===== src/hw/rtl/wds_pkg.sv =====
// wds_pkg: shared types and constants for the windowed deficit sum block
// request and result payload structs, field widths and parameter defaults
// no dependencies
package wds_pkg;

  localparam int MAX_WINDOW_DEF  = 256;
  localparam int SAMPLE_BITS_DEF = 12;

  localparam int SAMPLE_W   = 12;
  localparam int WINDOW_W   = 9;
  localparam int SUM_OUT_W  = 21;

  localparam logic [WINDOW_W-1:0] WINDOW_RESET = 9'd30;

  typedef struct packed {
    logic [SAMPLE_W-1:0] transp_potential;
    logic                potential_valid;
    logic [SAMPLE_W-1:0] transp_actual;
    logic                actual_valid;
    logic                series_start;
  } wds_in_t;

  typedef struct packed {
    logic signed [SUM_OUT_W-1:0] window_sum;
    logic                        sum_valid;
  } wds_out_t;

endpackage


===== src/hw/rtl/windowed_deficit_sum.sv =====
// windowed_deficit_sum: moving-window sum of daily transpiration deficits with missing days
// ring store, running sum, missing count, output register with skid stage
// depends on wds_pkg
//
//   channel   handshake                payload
//   in        in_valid / in_ready      in_data  (wds_in_t)
//   out       out_valid / out_ready    out_data (wds_out_t)
//   cfg       cfg_write                cfg_data (window_days)
//
// one request per cycle while in_ready is high; results are registered at the output
// the ring entry leaving the window is prefetched for the next request from the registered
// memory read port, with a bypass when that entry is being written in the same cycle
// rst is synchronous; it restores window_days to 30 and empties the window, no clearing pass
// output register plus skid stage: in_ready drops only when both hold results
module windowed_deficit_sum
  import wds_pkg::*;
#(
  parameter int MAX_WINDOW  = MAX_WINDOW_DEF,
  parameter int SAMPLE_BITS = SAMPLE_BITS_DEF
) (
  input  logic                clk,
  input  logic                rst,
  input  logic                in_valid,
  output logic                in_ready,
  input  wds_in_t             in_data,
  output logic                out_valid,
  input  logic                out_ready,
  output wds_out_t            out_data,
  input  logic                cfg_write,
  input  logic [WINDOW_W-1:0] cfg_data
);

  localparam int AW     = $clog2(MAX_WINDOW);
  localparam int CNT_W  = $clog2(MAX_WINDOW + 1);
  localparam int D_W    = SAMPLE_BITS + 1;
  localparam int ENT_W  = D_W + 1;
  localparam int ACC_W  = SAMPLE_BITS + CNT_W + 1;
  localparam int TAKE_W = (SAMPLE_BITS < SAMPLE_W) ? SAMPLE_BITS : SAMPLE_W;
  localparam int CMP_W  = (CNT_W > WINDOW_W) ? CNT_W : WINDOW_W;
  localparam int SAT_W  = (ACC_W > SUM_OUT_W) ? ACC_W : SUM_OUT_W;

  localparam logic signed [SAT_W-1:0] OUT_MAX =
    {{(SAT_W-SUM_OUT_W+1){1'b0}}, {(SUM_OUT_W-1){1'b1}}};
  localparam logic signed [SAT_W-1:0] OUT_MIN =
    {{(SAT_W-SUM_OUT_W+1){1'b1}}, {(SUM_OUT_W-1){1'b0}}};

  // ring store
  logic [ENT_W-1:0] ring [MAX_WINDOW];

  // registers
  logic [WINDOW_W-1:0]     window_days;
  logic [AW-1:0]           wp;
  logic signed [ACC_W-1:0] running_sum;
  logic [CNT_W-1:0]        missing;
  logic [CNT_W-1:0]        days_seen;
  logic [ENT_W-1:0]        rd_q;
  logic [ENT_W-1:0]        fwd_data;
  logic                    fwd;
  logic                    skid_valid;
  wds_out_t                skid_data;

  // next values and datapath
  logic [CMP_W-1:0]        w_ext;
  logic [CNT_W-1:0]        win;
  logic                    accept;
  logic [AW-1:0]           base;
  logic [AW-1:0]           wp_inc;
  logic [AW-1:0]           wp_next;
  logic [CNT_W:0]          rd_diff;
  logic [AW-1:0]           rd_addr;
  logic [SAMPLE_BITS-1:0]  pot;
  logic [SAMPLE_BITS-1:0]  act;
  logic                    miss;
  logic signed [D_W-1:0]   deficit;
  logic [ENT_W-1:0]        old_entry;
  logic signed [D_W-1:0]   old_val;
  logic                    old_miss;
  logic [CNT_W-1:0]        ds_b;
  logic signed [ACC_W-1:0] sum_b;
  logic [CNT_W-1:0]        miss_b;
  logic                    full;
  logic signed [ACC_W-1:0] sum_next;
  logic [CNT_W-1:0]        missing_next;
  logic [CNT_W-1:0]        days_seen_next;
  logic                    valid_next;
  logic signed [SAT_W-1:0] sum_wide;
  logic signed [SAT_W-1:0] sum_sat;
  wds_out_t                result;

  assign in_ready = !skid_valid;
  assign accept   = in_valid && in_ready;

  // effective window length
  always_comb begin
    w_ext = CMP_W'(window_days);
    if (window_days == '0) begin
      win = CNT_W'(1);
    end else if (w_ext > CMP_W'(MAX_WINDOW)) begin
      win = CNT_W'(MAX_WINDOW);
    end else begin
      win = CNT_W'(w_ext);
    end
  end

  // write pointer and prefetch address for the next request
  always_comb begin
    base    = in_data.series_start ? '0 : wp;
    wp_inc  = (base == AW'(MAX_WINDOW - 1)) ? '0 : base + AW'(1);
    if (cfg_write) begin
      wp_next = '0;
    end else if (accept) begin
      wp_next = wp_inc;
    end else begin
      wp_next = wp;
    end
    rd_diff = (CNT_W+1)'(wp_next) - (CNT_W+1)'(win);
    if (rd_diff[CNT_W]) begin
      rd_diff = rd_diff + (CNT_W+1)'(MAX_WINDOW);
    end
    rd_addr = rd_diff[AW-1:0];
  end

  // per-day update
  always_comb begin
    pot      = SAMPLE_BITS'(in_data.transp_potential[TAKE_W-1:0]);
    act      = SAMPLE_BITS'(in_data.transp_actual[TAKE_W-1:0]);
    miss     = !(in_data.potential_valid && in_data.actual_valid);
    deficit  = miss ? '0 : $signed({1'b0, pot}) - $signed({1'b0, act});

    old_entry = fwd ? fwd_data : rd_q;
    old_val   = $signed(old_entry[D_W-1:0]);
    old_miss  = old_entry[D_W];

    ds_b   = in_data.series_start ? '0 : days_seen;
    sum_b  = in_data.series_start ? '0 : running_sum;
    miss_b = in_data.series_start ? '0 : missing;

    full = (ds_b >= win);
    if (full) begin
      sum_next       = sum_b - ACC_W'(old_val);
      missing_next   = miss_b - CNT_W'(old_miss && (miss_b != '0));
      days_seen_next = ds_b;
    end else begin
      sum_next       = sum_b;
      missing_next   = miss_b;
      days_seen_next = ds_b + CNT_W'(1);
    end
    sum_next     = sum_next + ACC_W'(deficit);
    missing_next = missing_next + CNT_W'(miss);

    valid_next = (days_seen_next >= win) && (missing_next == '0);
    sum_wide   = SAT_W'(sum_next);
    if (!valid_next) begin
      sum_sat = '0;
    end else if (sum_wide > OUT_MAX) begin
      sum_sat = OUT_MAX;
    end else if (sum_wide < OUT_MIN) begin
      sum_sat = OUT_MIN;
    end else begin
      sum_sat = sum_wide;
    end
    result.window_sum = sum_sat[SUM_OUT_W-1:0];
    result.sum_valid  = valid_next;
  end

  // ring memory: one write and one registered read per cycle
  always_ff @(posedge clk) begin
    if (accept) begin
      ring[base] <= {miss, deficit};
    end
    rd_q     <= ring[rd_addr];
    fwd      <= accept && (rd_addr == base);
    fwd_data <= {miss, deficit};
  end

  // window state
  always_ff @(posedge clk) begin
    if (rst) begin
      window_days <= WINDOW_RESET;
      wp          <= '0;
      running_sum <= '0;
      missing     <= '0;
      days_seen   <= '0;
    end else if (cfg_write) begin
      window_days <= cfg_data;
      wp          <= '0;
      running_sum <= '0;
      missing     <= '0;
      days_seen   <= '0;
    end else if (accept) begin
      wp          <= wp_next;
      running_sum <= sum_next;
      missing     <= missing_next;
      days_seen   <= days_seen_next;
    end
  end

  // output register and skid stage
  always_ff @(posedge clk) begin
    if (rst) begin
      out_valid  <= 1'b0;
      skid_valid <= 1'b0;
    end else if (!out_valid || out_ready) begin
      if (skid_valid) begin
        out_valid  <= 1'b1;
        skid_valid <= 1'b0;
      end else begin
        out_valid <= accept;
      end
    end else if (accept) begin
      skid_valid <= 1'b1;
    end
  end

  always_ff @(posedge clk) begin
    if (!out_valid || out_ready) begin
      if (skid_valid) begin
        out_data <= skid_data;
      end else if (accept) begin
        out_data <= result;
      end
    end else if (accept) begin
      skid_data <= result;
    end
  end

endmodule

===== config.mk =====
export PLATFORM = sky130hd
export DESIGN_NAME = windowed_deficit_sum
export DESIGN_NICKNAME = d
export VERILOG_FILES = /design/src/hw/rtl/wds_pkg.sv /design/src/hw/rtl/windowed_deficit_sum.sv
export SDC_FILE = /design/constraint.sdc
export NUM_CORES = 2
export LEC_CHECK = 0
export ABC_CLOCK_PERIOD_IN_PS = 21200
export BUFFER_PORTS_ARGS = -buffer_cell sky130_fd_sc_hd__buf_2
export CORE_ASPECT_RATIO = 1.1
export CORE_UTILIZATION = 35
export CTS_CLUSTER_SIZE = 16
export DETAILED_ROUTE_END_ITERATION = 16
export PLACE_DENSITY = 0.52
export SLEW_MARGIN = 15
export SYNTH_ARGS = -nofsm -noshare
export SYNTH_HDL_FRONTEND = slang
export SYNTH_SLANG_ARGS = --single-unit
export TNS_END_PERCENT = 5

===== constraint.sdc =====
create_clock -name clk -period 21.2 [get_ports clk]
set_input_delay 1.06 -clock clk [delete_from_list [all_inputs] [get_ports clk]]
set_output_delay 1.06 -clock clk [all_outputs]
set_load 0.02 [all_outputs]

# --- After elaboration in Yosys (flattened, before gate mapping) ---
# Memories as Yosys holds them, arrays and structs flattened. A register that Yosys moved wholly into a read port is not among the register bits.
# Index checks and enable logic that the tools add are counted.
# W data, S select, Z words.
word_totals:
  regBits: 118
  ramBits: 3584
  input_bits: 41
  out_inout_bits: 24
  memories: 1
op_classes:
  add_sub_neg: 9
  magnitude_cmp: 5
  n_eq_ne: 2
  mux: 23
  n_bitwise: 1
  reduce_logical: 17
mem_list:
  columns: ["name", "words", "width", "rd", "rd_ports_with_merged_regs", "wr", "line_no", "text"]
  rows:
  - ["ring", 256, 14, 1, 1, 1, "windowed_deficit_sum.sv:48", "logic [ENT_W-1:0] ring [MAX_WINDOW];"]
op_table:
  columns: ["operator", "count"]
  rows:
  - ["$mux W22", 4]
  - ["$mux W21", 3]
  - ["$mux W9", 6]
  - ["$mux W8", 5]
  - ["$add A22 B13 Y22", 1]
  - ["$gt A22 B21 Y1 const B", 1]
  - ["$lt A22 B21 Y1 const B", 1]
  - ["$sub A22 B13 Y22", 1]
  - ["$ge A9 B9 Y1", 2]
  - ["$logic_not A9 Y1", 2]
  - ["$add A8 B1 Y8 const B", 2]
  - ["$mux W14", 1]
  - ["$mux W13", 1]
  - ["$sub A12 B12 Y13", 1]
  - ["$sub A8 B9 Y10", 1]
  - ["$add A9 B1 Y9", 1]
  - ["$add A9 B1 Y9 const B", 1]
  - ["$gt A9 B9 Y1 const B", 1]
  - ["$reduce_bool A9 Y1", 1]
  - ["$sub A9 B1 Y9", 1]
  - ["$eq A8 B8 Y1", 1]
  - ["$eq A8 B8 Y1 const B", 1]
  - ["$logic_and A1 B1 Y1", 5]
  - ["$reduce_and A2 Y1", 2]
  - ["6 further kinds", 11]

# --- Depth between registers and ports, before layout ---
logic_depth:
  word_depth: 12
  ltp_mapped: 30

# --- Worst setup path after synthesis ---
# Ideal clock, no wire load.
synth_timing:
  path_kind: "input -> register"
  startpoint: "input in_data[14] in the netlist's numbering"
  endpoint: "register out_data[2] in the netlist's numbering, data pin"
  setup_time_ps: 271
  t_arrival_ps: 19915
  slack_ps: 1014
  path_stages: 15
  cell_sequence: "nand2_1 -> clkbuf_1 -> nor3_1 -> ha_1 -> o21bai_1 -> a21oi_1 -> nand3b_1 -> a31o_2 -> a2111oi_0 -> o21bai_1 -> xnor3_1 -> and2_1 -> clkbuf_1 -> nor2b_1 -> o31ai_2"
synth_via:
  word_cells_on_any_way: 14
  cone_classes: "add/sub (2); order compare (2); mux (6); reduce/logical (4)"
synth_lines:
  columns: ["item", "line_no", "text"]
  rows:
  - ["from (decl)", "windowed_deficit_sum.sv:25", "input wds_in_t in_data,"]
  - ["$logic_and A1 B1 Y1", "windowed_deficit_sum.sv:127", "miss = !(in_data.potential_valid && in_data.actual_valid);"]
  - ["$logic_not A1 Y1", "windowed_deficit_sum.sv:127", null]
  - ["net miss", "windowed_deficit_sum.sv:73", "logic miss;"]
  - ["$add A9 B1 Y9", "windowed_deficit_sum.sv:149", "missing_next = missing_next + CNT_W'(miss);"]
  - ["$logic_not A9 Y1", "windowed_deficit_sum.sv:151", "valid_next = (days_seen_next >= win) && (missing_next == '0);"]
  - ["$logic_and A1 B1 Y1", "windowed_deficit_sum.sv:151", null]
  - ["$mux W21", "windowed_deficit_sum.sv:153", "if (!valid_next) begin"]
  - ["$mux W22", "windowed_deficit_sum.sv:219", "end else if (accept) begin"]
  - ["$mux W22", "windowed_deficit_sum.sv:217", "if (skid_valid) begin"]
  - ["to (signal assigned)", "windowed_deficit_sum.sv:218", "out_data <= skid_data;"]
  - ["to (signal assigned)", "windowed_deficit_sum.sv:220", "out_data <= result;"]
  - ["to (decl)", "windowed_deficit_sum.sv:28", "output wds_out_t out_data,"]
# The timed path passes the listed nets, and every way through them passes these cells. The select of a mux whose other input is x is not followed.
# A chain may end at the register's enable or synchronous reset.

# --- Worst setup path in the final report ---
layout_timing:
  startpoint: "register skid_valid"
  endpoint: "register rd_q[2], read port of ring"
layout_via:
  elab_chain_cells: 7
layout_lines:
  columns: ["item", "line_no", "text"]
  rows:
  - ["from (decl)", "windowed_deficit_sum.sv:59", "logic skid_valid;"]
  - ["from (signal assigned)", "windowed_deficit_sum.sv:202", "skid_valid <= 1'b0;"]
  - ["from (signal assigned)", "windowed_deficit_sum.sv:206", "skid_valid <= 1'b0;"]
  - ["from (signal assigned)", "windowed_deficit_sum.sv:211", "skid_valid <= 1'b1;"]
  - ["$logic_not A1 Y1 (*)", "windowed_deficit_sum.sv:90", "assign in_ready = !skid_valid;"]
  - ["$logic_and A1 B1 Y1 (*)", "windowed_deficit_sum.sv:91", "assign accept = in_valid && in_ready;"]
  - ["$mux W8 (*)", "windowed_deficit_sum.sv:111", "end else if (accept) begin"]
  - ["$mux W8 (*)", "windowed_deficit_sum.sv:109", "if (cfg_write) begin"]
  - ["$sub A8 B9 Y10 (*)", "windowed_deficit_sum.sv:116", "rd_diff = (CNT_W+1)'(wp_next) - (CNT_W+1)'(win);"]
  - ["$add A8 B1 Y8", "windowed_deficit_sum.sv:118", "rd_diff = rd_diff + (CNT_W+1)'(MAX_WINDOW);"]
  - ["$mux W8 (*)", "windowed_deficit_sum.sv:117", "if (rd_diff[CNT_W]) begin"]
  - ["to (decl)", "windowed_deficit_sum.sv:56", "logic [ENT_W-1:0] rd_q;"]
# Mark *: on every way between the ends. The rest lies on a longest branch, timed or not.

==> flow_metrics.tcl <==
set metrics [dict create \
    clk_path_buf_depth 4 \
    drc 0 \
    hold_viol 0 \
    stdcell_area_um2 168000 \
    synth_fp_nets 6852 \
    hold_depth 2 \
    r2r-start "skid_valid" \
    post_route_cells_drive_above_1_share 0.300 \
    final-seq-area_um2 111000 \
    root_buffer "clkbuf_16" \
    drt-met1-wl_mm 165 \
    cts-buffers-inserted 377 \
    cts_tree "done" \
    path_class "reg2reg" \
    fmax_mhz 116 \
    cp_max_fo 71 \
    ys_async_sr_fraction 0 \
    fillers 36500 \
    min_period_over_period 0.406 \
    worst_r2r_endpoint "rd_q[2]" \
    peakVddDrop_mv 0.0781 \
    ant_nets 0 \
    firstDrtPassIters 5 \
    utilization 0.403 \
    grt_pass1_wl_mm 553 \
    critPathBufInv 6 \
    power_mw 16.1 \
    wl_per_cell_um 30.4 \
    yosysTopAreaCellShare 0.743 \
    gp_congestion 0.782 \
    placedCellCount 12200 \
    ios 65 \
    wl_met3_mm 24.5 \
    grt_pass1_vias 72200 \
    cts_resized 0 \
    cellPowerDensity_nw_per_um2 96.2 \
    synth.top_cells.by_area "edfxtp_1, mux4_2, dfxtp_1" \
    syn_avg_cell_area_um2 21.8 \
    crit_family "buffers and inverters" \
    dr_wl_met2_mm 192 \
    rows 248 \
    synth.distinct_cells 71 \
    dr_total_vias 70300 \
    path_clk_slew_ps 60 \
    synth_edf_count 3628 \
    grt_overflow_total 0 \
    ys_warn_count 0 \
    highest_layer "met5" \
    routed_wirelength_mm 393 \
    drv_cap 0 \
    cp.arrival_ps 9420 \
    fin_ws_ps 12580 \
    p_leak_nw 46.4 \
    syn_to_final_growth_pct 14.2 \
    holdPathEnd "w_ext[1]" \
    drt_iter0_drc 6996 \
    cp_common_cell "buf_4" \
    die_h_um 681 \
    worstPathRequired_ps 22010 \
    cts_hold_buf 0 \
    run_status "completed" \
    min_from "cfg_data[1]" \
    worst_setup_path_end_kind "flop" \
    dpl_cell_area_um2 156000 \
    fin_cells 12900 \
    die_w_um 619 \
    post-place-ws_ps 11860 \
    antenna_found_initial 16 \
    viasPerCell 5.44 \
    setup_tns_ps 0 \
    max-slew-margin-rel 0.0444 \
    yosys.area.top_type "edfxtp_1" \
    synth_ff_type "edfxtp_1" \
    clk_latency_ps 960 \
    cts.sinks 3716 \
    nets 7241 \
    postCtsSetupRepairBufs 0 \
    grt_use_total 0.184 \
    r2r_cells 17 \
    period_minus_slack_ps 8620 \
    dieArea_um2 422000 \
    hold_class "in2reg" \
    yosys_register_bits 3716 \
    grt_max_degree 171 \
    whs_ps 346 \
    slowest_stage "fa_4" \
    htree_levels 5 \
    critPathLaunchType "flop" \
    path_cells "nor2b_4 > buf_4 > nor2_1 > a211o_1 > ha_4 > inv_1 > fa_4 > buf_4 > buf_4 > buf_4 > buf_4 > mux4_2 > mux4_2 > a211oi_1 > a21oi_1 > a211oi_1 > a21oi_1" \
    worst_pin_slew_ps 1420 \
    critPathMaxStageDelay_ps 1250 \
    setup_viol 0 \
    synth-seq-area-share 0.755 \
    synthCells 6719 \
    dp.final_hpwl_mm 223 \
    drv_slew 0 \
    core_um2 416000 \
    fin_skew_ps 79.4 \
    syn_area_um2 147000 \
    start_util 0.353 \
    multi_input_area_um2 35000 \
    place.port_buffers 64 \
    rsz0062_at_grt "false" \
    ff2ff_setup_slack_ps 12580 \
]
## logic make-up (layout without fill, tap and decap cells)
group,Yosys count,count (layout),share of synthesized area
AO/OA/AOI/OAI,425,425,0.0195
XOR/XNOR,75,75,0.00457
adder cells (fa/ha/maj),92,92,0.00805
buffers and inverters,422,1121,0.0111
flip-flops,3716,3716,0.755
multiplexers,1202,1202,0.178
other,0,6,0
AND/OR/NAND/NOR,787,787,0.0244
## layout by cell type (no fill, tap or decap), types with 16 or more instances in the layout
| cell | netlist | layout |
|---|---|---|
| nor2_1 | 381 | 276 |
| inv_1 | 45 | 43 |
| clkinv_2 | 0 | 60 |
| a211oi_1 | 108 | 96 |
| nand2_1 | 150 | 146 |
| buf_2 | 21 | 64 |
| nand3_1 | 35 | 20 |
| xor2_1 | 21 | 19 |
| xnor2_1 | 53 | 49 |
| clkinv_1 | 1 | 79 |
| nand2b_1 | 20 | 20 |
| clkbuf_16 | 0 | 387 |
| a21oi_1 | 161 | 160 |
| and3_1 | 22 | 22 |
| bufinv_16 | 0 | 22 |
| clkbuf_8 | 0 | 16 |
| o31ai_2 | 20 | 20 |
| mux4_2 | 1120 | 1120 |
| a21o_1 | 27 | 27 |
| nor2b_1 | 105 | 104 |
| edfxtp_1 | 3628 | 3628 |
| buf_4 | 0 | 305 |
| clkbuf_1 | 252 | 87 |
| nor2_2 | 0 | 90 |
| dfxtp_1 | 88 | 87 |
| inv_6 | 0 | 16 |
| nor3_1 | 28 | 24 |
| ha_1 | 88 | 87 |
| mux2i_1 | 78 | 78 |
| o21ai_0 | 42 | 42 |
## where the power goes
group          switching (mW)  total, mW  internal [mW]  leakage (nW)
sequential             0.0318       8.16           8.12          28.6
clock                    2.78       6.45           3.67          5.79
combinational           0.930       1.51          0.575          12.0
## flip-flops by register name, summed over array words and instances (netlist names)
name         count
skid_data       22
skid_valid       1
fwd_data        14
wp               8
w_ext            9
ring          3584
rd_q            14
out_data        22
fwd              1
out_valid        1
missing          9
running_sum     22
days_seen        9
## worst register-to-register path, cell delays in order, from the launching register on
cell and delay (ps):
dfxtp_2 1000, nor2b_4 60, buf_4 410, nor2_1 270, a211o_1 200, ha_4 150
inv_1 60, fa_4 1250, buf_4 880, buf_4 600, buf_4 600, buf_4 720
mux4_2 440, mux4_2 500, a211oi_1 780, a21oi_1 150, a211oi_1 330, a21oi_1 80
## synth_stat cells (all sizes together), types with 4 or more instances
master	count
nand4	7
nand2	150
nor3	28
o21a	7
nand3b	5
o31ai	26
edfxtp	3628
o21ai	44
o211ai	4
and3	22
dfxtp	88
a31oi	4
nor4bb	4
fa	4
buf	124
a211oi	109
xor2	21
nor2	381
a21boi	4
nor2b	105
o21bai	12
xnor2	53
clkbuf	252
and2	7
a21oi	161
nor4	4
mux4	1120
nor3b	6
a21o	27
and4	4
mux2	4
inv	45
nand2b	20
mux2i	78
ha	88
or2	6
nand3	35
a211o	7
## cell type report
class | instances | area share
antenna | 6 | 0.0000896
clock buffer | 490 | 0.0611
clock inverter | 199 | 0.00979
inverter | 46 | 0.00112
multi-input combinational | 2581 | 0.209
sequential | 3716 | 0.661
tap | 5500 | 0.0411
timing repair buffer | 386 | 0.0173
## routing by layer
metal / vias up / GRT usage
li1: 29000 / -
met1: 38600 / 0.254
met2: 2270 / 0.304
met3: 498 / 0.0291
met4: 4 / 0.0498
met5: - / 0
## how the worst max path moves through the flow
stage,startpoint,to,slack (ps),cells past startpoint
final,skid_valid,rd_q[2],12580,17
after floorplan,in_data[14],out_data[2],1010,15
after detailed placement,in_valid,rd_q[3],11860,17
after global routing,skid_valid,rd_q[7],12030,16
after CTS,skid_valid,rd_q[3],12360,16
after global placement,in_valid,rd_q[3],11770,17
(Power assumes the default switching activity.)
